--- config.mk ---
export PLATFORM = sky130hd
export DESIGN_NAME = chsr_hash_unit
export DESIGN_NICKNAME = d
export VERILOG_FILES = /design/src/hw/rtl/chsr_pkg.sv /design/src/hw/rtl/chsr_hash_unit.sv
export SDC_FILE = /design/constraint.sdc
export NUM_CORES = 1
export LEC_CHECK = 0
export ABC_AREA = 1
export ABC_CLOCK_PERIOD_IN_PS = 7400
export BUFFER_PORTS_ARGS = -buffer_cell sky130_fd_sc_hd__buf_2
export CAP_MARGIN = 10
export CELL_PAD_IN_SITES_DETAIL_PLACEMENT = 1
export CELL_PAD_IN_SITES_GLOBAL_PLACEMENT = 1
export CORE_AREA = 2 2 114 116
export DETAILED_ROUTE_END_ITERATION = 7
export DIE_AREA = 0 0 116 118
export GPL_ROUTABILITY_DRIVEN = 1
export PLACE_DENSITY_LB_ADDON = 0.25
export SYNTH_ARGS = -nofsm -noshare
export SYNTH_HDL_FRONTEND = slang
export SYNTH_SLANG_ARGS = --single-unit
--- constraint.sdc ---
create_clock -name vclk -period 7.4
set_clock_uncertainty 0.15 [all_clocks]
set_input_delay 0.74 -clock vclk [all_inputs]
set_output_delay 0.74 -clock vclk [all_outputs]
set_load 0.02 [all_outputs]
--- src/hw/rtl/chsr_pkg.sv ---
// Package: shared types, constants, hash step functions and a BCD increment helper for the shard router.
`timescale 1ns / 1ps
`default_nettype none
package chsr_pkg;

   localparam int unsigned MAX_SHARDS_DEFAULT = 16;
   localparam int unsigned VNODES_DEFAULT     = 32;

   localparam logic [31:0] FNV_INIT  = 32'd2166136261;
   localparam logic [15:0] CRC_INIT  = 16'h0000;
   localparam logic [15:0] CRC_POLY  = 16'h1021;

   localparam logic [1:0] MODE_KEY     = 2'd0;
   localparam logic [1:0] MODE_END     = 2'd1;
   localparam logic [1:0] MODE_REBUILD = 2'd2;

   localparam logic [7:0] CHAR_ZERO = 8'h30;
   localparam logic [7:0] CHAR_DASH = 8'h2D;
   localparam logic [7:0] CHAR_V    = 8'h56;
   localparam logic [7:0] CHAR_N    = 8'h4E;

   typedef struct packed {
      logic [1:0] mode;
      logic [7:0] key_byte;
   } req_type;

   typedef struct packed {
      logic [3:0] dest_shard;
      logic       used_fallback;
   } rsp_type;

   // prime 16777619 = 2^24 + 403
   function automatic logic [31:0] fnv_step(input logic [31:0] h, input logic [7:0] b);
      logic [31:0] x;
      x = h ^ {24'd0, b};
      return (x << 24) + (x * 32'd403);
   endfunction

   function automatic logic [15:0] crc_step(input logic [15:0] c, input logic [7:0] b);
      logic [15:0] r;
      r = c ^ {b, 8'd0};
      for (int k = 0; k < 8; k++) begin
         r = r[15] ? ((r << 1) ^ CRC_POLY) : (r << 1);
      end
      return r;
   endfunction

   // three decimal digits, units in the low nibble
   function automatic logic [11:0] bcd_inc(input logic [11:0] d);
      logic [11:0] r;
      r = d;
      if (d[3:0] != 4'd9) begin
         r[3:0] = d[3:0] + 4'd1;
      end else begin
         r[3:0] = 4'd0;
         if (d[7:4] != 4'd9) begin
            r[7:4] = d[7:4] + 4'd1;
         end else begin
            r[7:4]  = 4'd0;
            r[11:8] = d[11:8] + 4'd1;
         end
      end
      return r;
   endfunction

   // hash of "SHARD-"
   localparam logic [31:0] SHARD_PREFIX_HASH =
      fnv_step(fnv_step(fnv_step(fnv_step(fnv_step(fnv_step(FNV_INIT,
         8'h53), 8'h48), 8'h41), 8'h52), 8'h44), 8'h2D);

endpackage
`default_nettype wire

--- src/hw/rtl/chsr_hash_unit.sv ---
// Shared hash step: one FNV-1a byte step and one CRC-16 byte step.
`timescale 1ns / 1ps
`default_nettype none
module chsr_hash_unit (
   input  wire logic [31:0] fnv_src,
   input  wire logic [15:0] crc_src,
   input  wire logic [7:0]  byte_in,
   output logic      [31:0] fnv_out,
   output logic      [15:0] crc_out
);
   import chsr_pkg::*;

   assign fnv_out = fnv_step(fnv_src, byte_in);
   assign crc_out = crc_step(crc_src, byte_in);

endmodule
`default_nettype wire

==> impl_metrics.env <==
export IMPL_critical_path_class="primary input to primary output"
export IMPL_synth_area_per_cell_sq_um=7.16
export IMPL_whs_endpoint="crc_out[13]"
export IMPL_grt_pass1_wl_um=28600
export IMPL_yosysTopAreaCell="fa_1"
export IMPL_slowest_stage="xnor2_1"
export IMPL_synth_fp_nets=1024
export IMPL_n_clock_buffer=0
export IMPL_ant_nets=0
export IMPL_drc=0
export IMPL_num_rows=41
export IMPL_cp_start_kind="primary input"
export IMPL_synth_most_common_cell="inv_1"
export IMPL_first_pass_iters=4
export IMPL_design_core_area_sq_um=12400
export IMPL_grt_pass1_vias=5855
export IMPL_hold_depth=3
export IMPL_fin_nets=1131
export IMPL_n_antenna_cell=0
export IMPL_drtIter0Drc=107
export IMPL_die_height_um=118
export IMPL_min_period_ps=6460
export IMPL_post_route_period_util_pct=87.3
export IMPL_area_delta_synth_final_pct=13.3
export IMPL_utilization_pct=51.0
export IMPL_setup_violations=0
export IMPL_ys_warn_count=0
export IMPL_path_buf_inv=5
export IMPL_ctsHoldBuffers=0
export IMPL_maxCapViolations=0
export IMPL_postCtsSetupRepairBufs=0
export IMPL_netlist_area_sq_um=5590
export IMPL_seq_area_sq_um=0
export IMPL_io_pins=104
export IMPL_synth_area_top_cells="fa_1 28%, ha_1 25%, inv_1 17%, nand2_1 11%, xnor2_1 3.8%"
export IMPL_hp_class="primary input to primary output"
export IMPL_rsz0062_at_grt="no"
export IMPL_crit_chain="buf_2 -> xnor2_1 -> nor2_1 -> inv_1 -> nand2_1 -> fa_1 -> fa_1 -> fa_1 -> inv_1 -> ha_1 -> ha_1 -> nand2_1 -> nor2_1 -> nand2_1 -> clkinv_1 -> nand4_1 -> nand3_1 -> xor2_1 -> buf_2"
export IMPL_grt_start_max_net_pins=8
export IMPL_start_util_pct=45.0
export IMPL_dpl_hpwl_um=16700
export IMPL_crit_fanout=7
export IMPL_design_seq_count=0
export IMPL_maxSlewHeadroom_pct=40.2
export IMPL_hold_viol_final=0
export IMPL_gp_congestion=1.02
export IMPL_worstPathRequired_ps=6510
export IMPL_portBuffers=104
export IMPL_routedWlPerCell_um=16.5
export IMPL_status="finished clean"
export IMPL_cpLargestDelayFamily="adder cells"
export IMPL_fmax_ghz=0.155
export IMPL_worst_pin_slew_ps=891
export IMPL_cts_resized=0
export IMPL_slew_violations=0
export IMPL_synth_top_area_share_pct=28.0
export IMPL_cp_end_kind="primary output"
export IMPL_dieArea_sq_um=13700
export IMPL_syn_inst=780
export IMPL_hp_start="crc_src[5]"
export IMPL_ys_types=21
export IMPL_fin_setup_tns_ps=0
export IMPL_overflow=0
export IMPL_vias=5209
export IMPL_avgViaCountPerCell=4.93
export IMPL_cpPeakStageDelay_ps=710
export IMPL_antenna_found_initial=0
export IMPL_wirelength_um=17400
export IMPL_dieWidth_um=116
export IMPL_groute_usage_overall_pct=26.5
export IMPL_critPathLaunch="byte_in[6]"
export IMPL_final_layout_size_suffix_gt1_share_pct=12.8
export IMPL_arrival_ps=5570
export IMPL_ys_seq_area_share_pct=0
export IMPL_n_fill_cell=1714
export IMPL_synth_common_cells="253 x inv_1, 158 x nand2_1, 110 x ha_1"
-- placed cells by master (no fill, tap or decap) --
cell type and count:
xor2_2 2, o21a_1 1, xnor2_1 24, fa_1 78, o21bai_1 5, a21oi_2 1, nand2_1 158, nor2_1 37
nor3_2 1, nor2_2 3, a21oi_1 26, nand4_1 10, o21ai_0 8, buf_2 104, buf_4 1, nand3b_1 2
nand3_1 33, xor2_1 24, ha_1 110, clkinv_1 1, inv_1 253, inv_2 1, nor3_1 2
-- layout make-up --
cell class | count | area (sq um) | area share [%]
Timing Repair Buffer | 105 | 528 | 8.34
Inverter | 255 | 957 | 15.1
Multi-Input combinational cell | 525 | 4630 | 73.1
Tap cell | 172 | 215 | 3.40
-- cells by family (layout without fill, tap and decap cells) --
group,after synthesis,in the layout,share of synthesized area [%]
fa+ha+maj,188,188,52.6
simple gates,246,246,18.1
xor+xnor,50,50,8.11
compound gates,41,41,4.01
buf+inv,255,360,17.1
-- per-stage QoR --
step / cell area [sq um] / hold WS, ps / worst slack, ps / std cells
after floorplan: 5590 / 1450 / 1940 / 780
after global placement: 6330 / 1620 / 1070 / 1057
after detailed placement: 6330 / 1630 / 961 / 1057
after CTS: 6330 / 1630 / 943 / 1057
after global routing: 6330 / 1630 / 645 / 1057
final: 6330 / 1630 / 940 / 1057
-- worst max-delay path by stage --
| stage | to | slack [ps] | cells past startpoint |
|---|---|---|---|
| 6_report | fnv_out[22] | 940 | 19 |
| 5_1_grt | fnv_out[22] | 640 | 19 |
| 4_1_cts | fnv_out[22] | 940 | 19 |
| 2_1_floorplan | fnv_out[19] | 1940 | 17 |
| 3_3_place_gp | fnv_out[22] | 1070 | 19 |
| 3_5_place_dp | fnv_out[22] | 960 | 19 |
-- tightest hold or removal path, stage by stage --
cell and delay [ps]:
buf_2 80, xnor2_1 60, buf_2 150
-- routing by layer --
metal	up-vias	part of all wire (%)	global-route usage, %	wire length (um)
li1	2512	-	-	-
met1	2539	41	31.5	7110
met2	116	52	49.0	8990
met3	42	2.0	0.669	356
met4	0	5.5	11.5	952
met5	-	0	0	0
Power is not shown: default switching activity piles up to over one toggle a cycle in this logic, so the estimate is an artifact.
